**src/rtl/dsm_pkg.sv**
```systemverilog
package dsm_pkg;

  // defaults for the top-level parameters
  localparam int PIXEL_BITS_DEF = 16;
  localparam int MAX_WIDTH_DEF  = 4096;

  // configuration register layout
  localparam int CFG_W      = 13;
  localparam int APB_DATA_W = 32;
  localparam int APB_ADDR_W = 3;

  typedef enum logic [0:0] {
    REG_FRAME_WIDTH  = 1'b0,
    REG_FRAME_HEIGHT = 1'b1
  } reg_index_t;

  // row counter is fixed by the height register limit
  localparam int MAX_HEIGHT = 4096;
  localparam int ROW_W      = 12;

  // control word handed from the front stage to the output stage
  typedef struct packed {
    logic valid;
    logic last;
    logic row_odd;
  } dsm_ctl_t;

endpackage

```
**src/rtl/dsm_out.sv**
```systemverilog
module dsm_out #(
  parameter int PIXEL_BITS = dsm_pkg::PIXEL_BITS_DEF
) (
  input  logic                   clk,
  input  logic                   rst,
  input  dsm_pkg::dsm_ctl_t      ctl,
  input  logic [PIXEL_BITS:0]    pair_q,
  input  logic [PIXEL_BITS:0]    above_q,
  output logic                   ready,
  output logic                   out_valid,
  input  logic                   out_ready,
  output logic [PIXEL_BITS-1:0]  pixel_out,
  output logic                   last_of_frame
);

  logic [PIXEL_BITS+1:0] sum;

  // odd row adds the pair above; a lone last even row counts itself twice
  assign sum   = ctl.row_odd ? ((PIXEL_BITS+2)'(above_q) + (PIXEL_BITS+2)'(pair_q))
                             : ((PIXEL_BITS+2)'(pair_q)  + (PIXEL_BITS+2)'(pair_q));
  assign ready = ~out_valid | out_ready;

  always_ff @(posedge clk) begin
    if (rst) begin
      out_valid <= 1'b0;
    end else if (ready) begin
      out_valid <= ctl.valid;
    end
  end

  always_ff @(posedge clk) begin
    if (ready && ctl.valid) begin
      pixel_out     <= sum[PIXEL_BITS+1:2];
      last_of_frame <= ctl.last;
    end
  end

endmodule

```
**config.mk**
```make
export PLATFORM = sky130hd
export DESIGN_NAME = dsm_out
export DESIGN_NICKNAME = d
export VERILOG_FILES = /design/src/rtl/dsm_pkg.sv /design/src/rtl/dsm_out.sv
export SDC_FILE = /design/constraint.sdc
export NUM_CORES = 1
export LEC_CHECK = 0
export BUFFER_PORTS_ARGS = -buffer_cell sky130_fd_sc_hd__buf_2
export CAP_MARGIN = 20
export CORE_MARGIN = 4
export CORE_UTILIZATION = 50
export CTS_BUF_LIST = sky130_fd_sc_hd__clkbuf_8
export CTS_CLUSTER_SIZE = 25
export DETAILED_ROUTE_END_ITERATION = 10
export MAX_ROUTING_LAYER = met4
export PLACE_DENSITY = 0.83
export SYNTH_ARGS = -nofsm -noshare
export SYNTH_HDL_FRONTEND = slang
export SYNTH_SLANG_ARGS = --single-unit
```
**constraint.sdc**
```tcl
create_clock -name clk -period 4.9 [get_ports clk]
set_input_delay 0.98 -clock clk [delete_from_list [all_inputs] [get_ports clk]]
set_output_delay 0.98 -clock clk [all_outputs]
set_load 0.005 [all_outputs]
```
Word-level counts from Yosys, hierarchy flattened:

Cells that the tools add are included.
W data, S select, Z words.

* flip-flop bits (word level): 18
* output and inout bits: 19
* logic and storage cells: 9

* add/sub/neg operators: 2
* mux-type cells: 1
* bitwise operators: 2
* reduce and logical (&&, ||, !) cells: 1

Operator list (number)
* $add A17 B17 Y18: 2
* $mux W18: 1
* $logic_and A1 B1 Y1: 1
* $not A1 Y1: 1
* $or A1 B1 Y1: 1

Longest topological paths before layout:

* word-level depth: 3
* depth in mapped cells: 11
* mapped depth without buffers: 8

Worst setup path before layout:

OpenSTA, ideal clock, no wires.

* kind: in2reg
* start: input port ctl[0] (netlist bit)
* end: register pixel_out[14] (data pin)
* data arrival time: 2.995 ns
* data required time: 4.638 ns
* setup slack: 1.644 ns
* stages on the path: 11
* cells stage by stage: buf_6 -> clkbuf_1 -> mux2_2 -> ha_1 -> buf_2 -> nand2_1 -> o21ai_0 -> nand4_1 -> a31oi_1 -> a211oi_1 -> xnor2_1

* longest elaborated chain between the ends: 1

Ends and longest elaborated chain
* start: declaration: line dsm_out.sv:6 `input dsm_pkg::dsm_ctl_t ctl,`
* $mux W18: line dsm_out.sv:19 `assign sum = ctl.row_odd ? ((PIXEL_BITS+2)'(above_q) + (PIXEL_BITS+2)'(pair_q))`
* via sum[16]: line dsm_out.sv:16 `logic [PIXEL_BITS+1:0] sum;`
* end signal: assignment: line dsm_out.sv:33 `pixel_out <= sum[PIXEL_BITS+1:2];`
* end: declaration: line dsm_out.sv:12 `output logic [PIXEL_BITS-1:0] pixel_out,`

The timed path passes the listed nets, and every way through them passes these cells.
A chain may end at the register's enable or synchronous reset.

Worst setup path in the final report:

* start: input port ctl[0] (netlist bit)
* end: register pixel_out[10] (data pin)

Same word-level chain as after synthesis.

==> qor.txt <==
Post-synth top flop = edfxtp_1
Worst-Skew Late Latency = 0.25 ns
Sequential area share after synthesis = 34.8%
M2 GR Usage = 34.1%
Crit start category = primary input
Root Buffer = clkbuf_8
Req. time, crit path = 4.89 ns
Syn_area_per_cell = 10.4 um2
Maximum clock path buffer count = 2
Full die area = 0.00399 mm2
Share of layout cells above drive strength 1 = 41.7%
# rows = 19
Post-Route WL = 3560 um
Hold_buf cts = 0
Outcome = completed
Port Buffers = 58
Worst Clk Skew = 0.00342 ns
Cell taking the most area after synthesis = edfxtp_1
Initial antenna violation count = 0
Vias = 1402
Max-slew violations = 0
CTS tree = yes
Peak supply drop = 0.116 mV
#FFs+latches synth = 18
CTS resizes = 0
Netlist cell types = 35
Synthesized area = 0.00152 mm2
Final Hold Fails = 0
Routed wire per std cell = 15.2 um
Fmax achieved = 0.316 GHz
Lkg Pwr = 0.812 nW
Post-CTS setup buffer count = 0
Total gr overflow = 0
Relative slew margins = 52.5%
Post-route ant nets = 0
H-Tree Depth = 1
Maximum number of pins on one net before global-route repair = 18
Core Footprint = 0.00283 mm2
Final Setup Violations = 0
Setup TNS = 0 ns
YS warnings = 0
ANT cells = 0
Pwr dens = 275 mW/mm2
RSZ-0062 raised after global routing = no
Die H = 63.2 um
Final core utilization = 66.4%
Global route hottest layer = met2
Clock sink count = 18
Fin crit share = 64.5%
Area contributors post-synth = edfxtp_1 34%, ha_1 13%, mux2_2 12%, a21oi_1 5.6%, xnor2_1 4.0%
DRC violations left = 0
Die X = 63.2 um
Final nets = 261
Fin crit period = 3.16 ns
Clk slew on worst S/H paths = 0.07 ns
Tot GR Track Use = 18.9%
Crit path kind = primary input to register
Via density = 5.97
Arr. time, crit path = 3.15 ns
Layout area overhead = 23.4%
Tightest Pin Transition = 0.712 ns
Overall power = 0.518 mW
First-pass GRT wire length = 5990 um
Pre-Repair DR Iteration Count = 4
Initial Utilization = 53.8%
Critical path fanouts, max = 17
Post-synth top cells = 17 x a21oi_1, 17 x edfxtp_1, 16 x ha_1, 16 x mux2_2, 10 x nand2_1
Syn nets = 203
GRT met1 Usage = 20.2%
Vias in the first global route = 1416
Post-Syn Instances = 147
Detail Placement HPWL = 3020 um
Num CTS Buffers = 3
IO Count = 59
Routability Congestion = 0.890
Post-synth EDFFs = 17
Min-delay worst type = register to register
Hold Slack = 0.515 ns
Grt met3 use = 3.73%
Initial drt markers = 39
Max-cap violations = 0
Critical path endpoint category = register
Post-synth ARST share = 0%
Share of the synthesized area in the top cell type = 33.5%
metrics by stage:
step	instances	cell area, um2	setup WS [ns]
3_3_place_gp	231	1820	1.51
6_report	235	1880	1.74
3_5_place_dp	231	1820	1.47
5_1_grt	235	1880	1.60
4_1_cts	235	1880	1.74
2_1_floorplan	147	1520	1.64
flip-flops by register name, summed over array words and instances, names as in the netlist:
| name | cells |
|---|---|
| pixel_out | 16 |
| out_valid | 1 |
| last_of_frame | 1 |
kinds of logic after synthesis:
group,after synthesis,share of synthesized area [%]
AOI/OAI and AO/OA,37,16.6
adders and majority gates,16,13.1
xor gates and xnor gates,13,7.48
and+or+nand+nor,39,13.6
DFF,18,34.8
buffers and inverters,8,2.55
muxes,16,11.8
routing by layer:
metal,vias to the layer above,wire length (um)
li1,676,-
met1,640,1340
met2,74,1850
met3,12,300
met4,0,74
met5,-,0
cell usage in the layout (no fill, tap or decap), types with 2 or more instances in the layout:
| cell | Yosys | routed |
|---|---|---|
| nand3_1 | 7 | 7 |
| nand3b_1 | 2 | 2 |
| nand2_1 | 10 | 10 |
| nand2b_1 | 3 | 3 |
| buf_2 | 1 | 58 |
| nand4_1 | 3 | 3 |
| mux2_2 | 16 | 16 |
| and2_1 | 2 | 2 |
| xnor2_1 | 7 | 7 |
| a211oi_2 | 2 | 2 |
| inv_1 | 3 | 3 |
| a21oi_1 | 17 | 17 |
| clkbuf_8 | 0 | 4 |
| ha_1 | 16 | 16 |
| o21ai_0 | 4 | 4 |
| nor2_1 | 5 | 5 |
| edfxtp_1 | 17 | 17 |
| a211oi_1 | 4 | 4 |
| xor2_1 | 6 | 6 |
| nor3_1 | 4 | 4 |
worst paths after layout:
kind                            slack, ns                   start                 endpoint  cells past startpoint
worst max-delay path                 1.74                  ctl[0]  pixel_out[10]$_DFFE_PP_                      8
worst min-delay path                 0.52  out_valid$_SDFFE_PP0N_   out_valid$_SDFFE_PP0N_                      2
worst max register to register       3.52  out_valid$_SDFFE_PP0N_  pixel_out[12]$_DFFE_PP_                      2
worst min register to register       0.52  out_valid$_SDFFE_PP0N_   out_valid$_SDFFE_PP0N_                      2
area by class of cell:
| type | count | area, um2 |
|---|---|---|
| fillers | 249 | 950 |
| well taps | 31 | 38.8 |
| repair buffers | 58 | 290 |
| inverters | 3 | 11.3 |
| multi-input cells | 121 | 953 |
| clock buffers | 4 | 55.1 |
| flip-flops and latches | 18 | 531 |
worst max-delay path, cell delays in order:
cell	delay [ns]
buf_2	0.35
mux2_2	0.39
ha_1	0.36
nor2_1	0.07
a2111o_1	0.44
o211ai_2	0.24
a41oi_1	0.17
xnor2_1	0.16
power by group:
group          leakage (nW)  switching (mW)  internal, mW
clock network        0.0288          0.0456        0.0713
logic                 0.611           0.107        0.0891
registers             0.173         0.00412         0.201
(Power assumes the default switching activity.)
