**src/rtl/dsm_pkg.sv**
```systemverilog
package dsm_pkg;

  // defaults for the top-level parameters
  localparam int PIXEL_BITS_DEF = 16;
  localparam int MAX_WIDTH_DEF  = 4096;

  // configuration register layout
  localparam int CFG_W      = 13;
  localparam int APB_DATA_W = 32;
  localparam int APB_ADDR_W = 3;

  typedef enum logic [0:0] {
    REG_FRAME_WIDTH  = 1'b0,
    REG_FRAME_HEIGHT = 1'b1
  } reg_index_t;

  // row counter is fixed by the height register limit
  localparam int MAX_HEIGHT = 4096;
  localparam int ROW_W      = 12;

  // control word handed from the front stage to the output stage
  typedef struct packed {
    logic valid;
    logic last;
    logic row_odd;
  } dsm_ctl_t;

endpackage

```
**src/rtl/dsm_cfg.sv**
```systemverilog
module dsm_cfg (
  input  logic                                 clk,
  input  logic                                 rst,
  input  logic                                 psel,
  input  logic                                 penable,
  input  logic                                 pwrite,
  input  logic [dsm_pkg::APB_ADDR_W-1:0]       paddr,
  input  logic [dsm_pkg::APB_DATA_W-1:0]       pwdata,
  output logic [dsm_pkg::APB_DATA_W-1:0]       prdata,
  output logic                                 pready,
  output logic [dsm_pkg::CFG_W-1:0]            frame_width,
  output logic [dsm_pkg::CFG_W-1:0]            frame_height
);

  dsm_pkg::reg_index_t sel;
  logic                wr;

  assign sel    = dsm_pkg::reg_index_t'(paddr[2]);
  assign wr     = psel & penable & pwrite;
  assign pready = 1'b1;

  always_ff @(posedge clk) begin
    if (rst) begin
      frame_width  <= dsm_pkg::CFG_W'(1);
      frame_height <= dsm_pkg::CFG_W'(1);
    end else if (wr) begin
      case (sel)
        dsm_pkg::REG_FRAME_WIDTH:  frame_width  <= pwdata[dsm_pkg::CFG_W-1:0];
        dsm_pkg::REG_FRAME_HEIGHT: frame_height <= pwdata[dsm_pkg::CFG_W-1:0];
        default: ;
      endcase
    end
  end

  always_comb begin
    case (sel)
      dsm_pkg::REG_FRAME_WIDTH:  prdata = dsm_pkg::APB_DATA_W'(frame_width);
      dsm_pkg::REG_FRAME_HEIGHT: prdata = dsm_pkg::APB_DATA_W'(frame_height);
      default:                   prdata = '0;
    endcase
  end

endmodule

```
**config.mk**
```make
export PLATFORM = sky130hd
export DESIGN_NAME = dsm_cfg
export DESIGN_NICKNAME = d
export VERILOG_FILES = /design/src/rtl/dsm_pkg.sv /design/src/rtl/dsm_cfg.sv
export SDC_FILE = /design/constraint.sdc
export NUM_CORES = 1
export LEC_CHECK = 0
export BUFFER_PORTS_ARGS = -buffer_cell sky130_fd_sc_hd__buf_2
export CORE_MARGIN = 2
export CORE_UTILIZATION = 41
export DETAILED_ROUTE_END_ITERATION = 10
export PLACE_DENSITY = 0.8
export SYNTH_ARGS = -nofsm -noshare
export SYNTH_HDL_FRONTEND = slang
export SYNTH_SLANG_ARGS = --single-unit
export TNS_END_PERCENT = 50
```
**constraint.sdc**
```tcl
create_clock -name clk -period 1 [get_ports clk]
set_input_delay 0.1 -clock clk [delete_from_list [all_inputs] [get_ports clk]]
set_output_delay 0.1 -clock clk [all_outputs]
set_load 0.005 [all_outputs]
```
======== Word-level counts from Yosys, hierarchy flattened ========
Index checks and enable logic that the tools add are counted.
word-level totals
  register bits ........................... 26
  bits in latches ......................... 0
  RAM bits ................................ 0
  bits in read-only memories .............. 0
  input bits .............................. 40
  word-level logic and storage cells ...... 8
  memories kept ........................... 0
operators by class
  add/sub/neg operators ................... 0
  multiply operators ...................... 0
  div/mod/pow operators ................... 0
  $lt $le $gt $ge ......................... 0
  eq/ne operators ......................... 0
  shift operators ......................... 0
  muxes and demuxes ....................... 1
  bitwise logic cells ..................... 3
  reductions and logical operators ........ 2
operators by type and width
  cell                                 count
  one-hot mux 32 bit (2 select lines)  1
  AND reduction 2 bit                  2
  AND 1 bit                            2
  NOT 1 bit                            1

======== Logic depth before layout (Yosys ltp) ========
  depth in word-level cells ............... 3
  mapped depth ............................ 4
  mapped depth without buffers ............ 2

======== Worst setup path before layout ========
OpenSTA, ideal clock, no wires.
  kind .................................... input-to-reg
  from .................................... input port paddr[2] in the netlist's numbering
  to ...................................... register frame_width[0] in the netlist's numbering
  library setup time ...................... 0.072 ns
  arrival ................................. 0.749 ns
  data required time ...................... 0.928 ns
  setup slack ............................. 0.179 ns
  cell stages on the path ................. 4
  cells stage by stage .................... buf_6 -> and4b_1 -> buf_6 -> mux2i_1
between the ends
  cells in the longest elaborated chain, start to end .. 2
RTL lines
  what                           line           RTL
  from (decl)                    dsm_cfg.sv:7   input logic [dsm_pkg::APB_ADDR_W-1:0] paddr,
  NOT 1 bit (no line)            n/a
  AND reduction 2 bit (no line)  n/a
  to (signal assigned)           dsm_cfg.sv:24  frame_width <= dsm_pkg::CFG_W'(1);
  to (signal assigned)           dsm_cfg.sv:28  dsm_pkg::REG_FRAME_WIDTH: frame_width <= pwdata[dsm_pkg::CFG_W-1:0];
  to (decl)                      dsm_cfg.sv:11  output logic [dsm_pkg::CFG_W-1:0] frame_width,
Every way passes these cells.
A chain may end at the register's enable or synchronous reset.

======== Worst setup path in the final report ========
  from .................................... register frame_width[12] in the netlist's numbering
  to ...................................... output port prdata[12] in the netlist's numbering
between the ends
  cells in the longest elaborated chain, start to end .. 1
RTL lines
  what                                 line           RTL
  one-hot mux 32 bit (2 select lines)  dsm_cfg.sv:36  case (sel)
  to (decl)                            dsm_cfg.sv:9   output logic [dsm_pkg::APB_DATA_W-1:0] prdata,
Every way passes these cells. The select of a mux whose other input is x is not followed.

==> reports/qor.yml <==
synthesis:
  ys_warn_count: 0
  netlist_top_cells_count: "nand2b_1, dfxtp_1, mux2i_1"
  synth_area_leader_cell: "dfxtp_1"
  async_flop_share_pct: 0
  synth_edf_count: 0
  synth_seq_cells: 26
  synth_cell_types: 14
  syn_area_per_cell_um2: 10.4
  synth_ff_type: "dfxtp_1"
  syn_inst: 138
  yosysSeqAreaShare_pct: 36.4
  synthTopCellsByArea: "dfxtp_1, mux2i_1, nand2b_1, buf_4, mux2_2"
  synth_most_common_cell: "nand2b_1"
  synthesis.area_um2: 1430
  synth_top_area_share_pct: 36.4
floorplanning:
  die-area_um2: 3980
  io_pins: 99
  die_h_um: 63.1
  initial_core_util_pct: 42.9
  core_um2: 3340
  num_rows: 21
  die_x_um: 63.1
sta:
  rsz0062_at_grt: "true"
  finalSetupTns_ns: -2.42
  hold_viol_final: 0
  setup_violations: 21
  skew_ns: 0
  final_max_slew_viol_count: 0
  fmax_ghz: 0.860
  holdWs_ns: 0.0389
  layout_setup_ws_ns: -0.163
  fin_crit_sh_pct: 116
  min_period_ns: 1.16
status:
  violations: "negative setup slack"
  status: "finished, violations left"
placed_design:
  routabilityCongestion: 0.704
  dp_hpwl_um: 2020
  io_buffer_count: 57
  placed_cell_area_um2: 1700
cts:
  clk_latency_ns: 0.32
  htreeDepth: 1
  clock_sinks: 26
  tritoncts: "built"
  clk_pin_slew_ns: 0.14
  cts-buffers-inserted: 3
  clockBufferDepth: 2
  cts_root_buffer: "clkbuf_4"
  cts_hold_buffers: 0
run:
  maxCapViolations: 0
drt:
  vias: 1116
  drcViolationCount: 0
  wl_per_cell_um: 12.0
  drtIter0Drc: 19
  via_per_inst: 4.33
  ant_nets: 0
  first_pass_iters: 4
  wirelength_um: 3100
setup_path:
  cp_max_fo: 2
  cp_data_required_time_ns: 0.90
  crit_arrival_ns: 1.06
  endpoint_kind: "output port"
  worst-setup-path-type: "reg -> out"
  critPathLaunchType: "flop"
pwr:
  power_density_nw_per_um2: 995
  ir_drop_mv: 0.748
  leakage_nw: 1.08
global_route:
  antenna_found_initial: 0
  grt_use_total_pct: 14.4
  grt_pass1_vias: 973
  grt_max_degree: 40
  grt_overflow: 0
  grt_pass1_wl_um: 4560
min_path:
  hold_class: "in -> reg"
finish:
  fillers: 297
  fin_area_um2: 2130
  antenna_cells: 0
  drive_above_1_share_pct: 58.5
  final_nets: 253
  syn2layout_area_growth_pct: 49.1
-- metal layers --
metal  up-vias  global-route usage, %  routed length [um]
met1       514                   17.4                1250
li1        567                      -                   -
met3         2                   3.75                 134
met5         -                      0                   0
met2        33                   25.5                1680
met4         0                   3.33                  27
-- through the flow --
step	setup WS [ns]	utilization, %	power (W)	instances
floorplan	0.179	-	0.00130	156
global placement	0.0216	50.9	0.00135	236
detailed placement	0.00311	50.9	0.00135	236
CTS	-0.174	58.7	0.00212	250
global route	-0.208	63.9	0.00222	258
finish	-0.163	63.9	0.00212	258
-- final timing paths --
kind | from | to | slack [ns] | depth (start not counted)
worst max-delay path | frame_width[12] | prdata[12] | -0.16 | 2
worst min-delay path | pwdata[12] | frame_width[12] | 0.04 | 3
worst max register to register | frame_width[12] | frame_width[12] | 0.21 | 4
worst min register to register | frame_height[6] | frame_height[6] | 0.49 | 2
-- logic make-up (layout without fill, tap and decap cells) --
group,Yosys count,in the layout,share of synthesized area [%]
AND/OR/NAND/NOR,43,43,20.4
multiplexers,39,39,28.4
buffers and inverters,28,84,14.3
other,2,20,0.525
flip-flops,26,26,36.4
-- worst max-delay path, cell delays in order, from the launching register on --
cell and delay, ns:
dfxtp_2 0.35, mux2_4 0.28, buf_6 0.12
-- placed cells by master (no fill, tap or decap) --
cell type / Yosys / final
and4_1: 1 / 1
and4b_1: 1 / 1
buf_12: 0 / 2
buf_2: 1 / 36
buf_4: 22 / 7
buf_6: 2 / 35
bufinv_16: 0 / 1
clkbuf_4: 0 / 3
conb_1: 2 / 20
dfxtp_1: 26 / 1
dfxtp_2: 0 / 25
mux2_2: 13 / 5
mux2_4: 0 / 8
mux2i_1: 26 / 26
nand2b_1: 36 / 36
nand4_2: 1 / 1
nand4b_4: 1 / 1
nor2_1: 3 / 3
-- registers in the layout, indices dropped and copies added, names as in the netlist --
| register | flops |
|---|---|
| frame_width | 13 |
| frame_height | 13 |
-- power by group --
group | internal (W) | switching, W | total, W
Clock | 0.000405 | 0.000315 | 0.000720
Combinational | 0.000186 | 0.000138 | 0.000324
Sequential | 0.00106 | 0.0000159 | 0.00108
-- timing repair --
item,CTS,global route
setup buffers,10,8
gates resized for setup,41,27
endpoints found under the setup margin,13,23
-- cell type report --
cell class                      instances  area (um^2)  share of cell area [%]
Timing Repair Buffer                   80          667                    31.3
Clock buffer                            3         22.5                    1.06
Clock inverter                          1         30.0                    1.41
Sequential cell                        26          552                    25.9
Multi-Input combinational cell        102          803                    37.7
Tap cell                               46         57.6                    2.70
(Power assumes the default switching activity.)
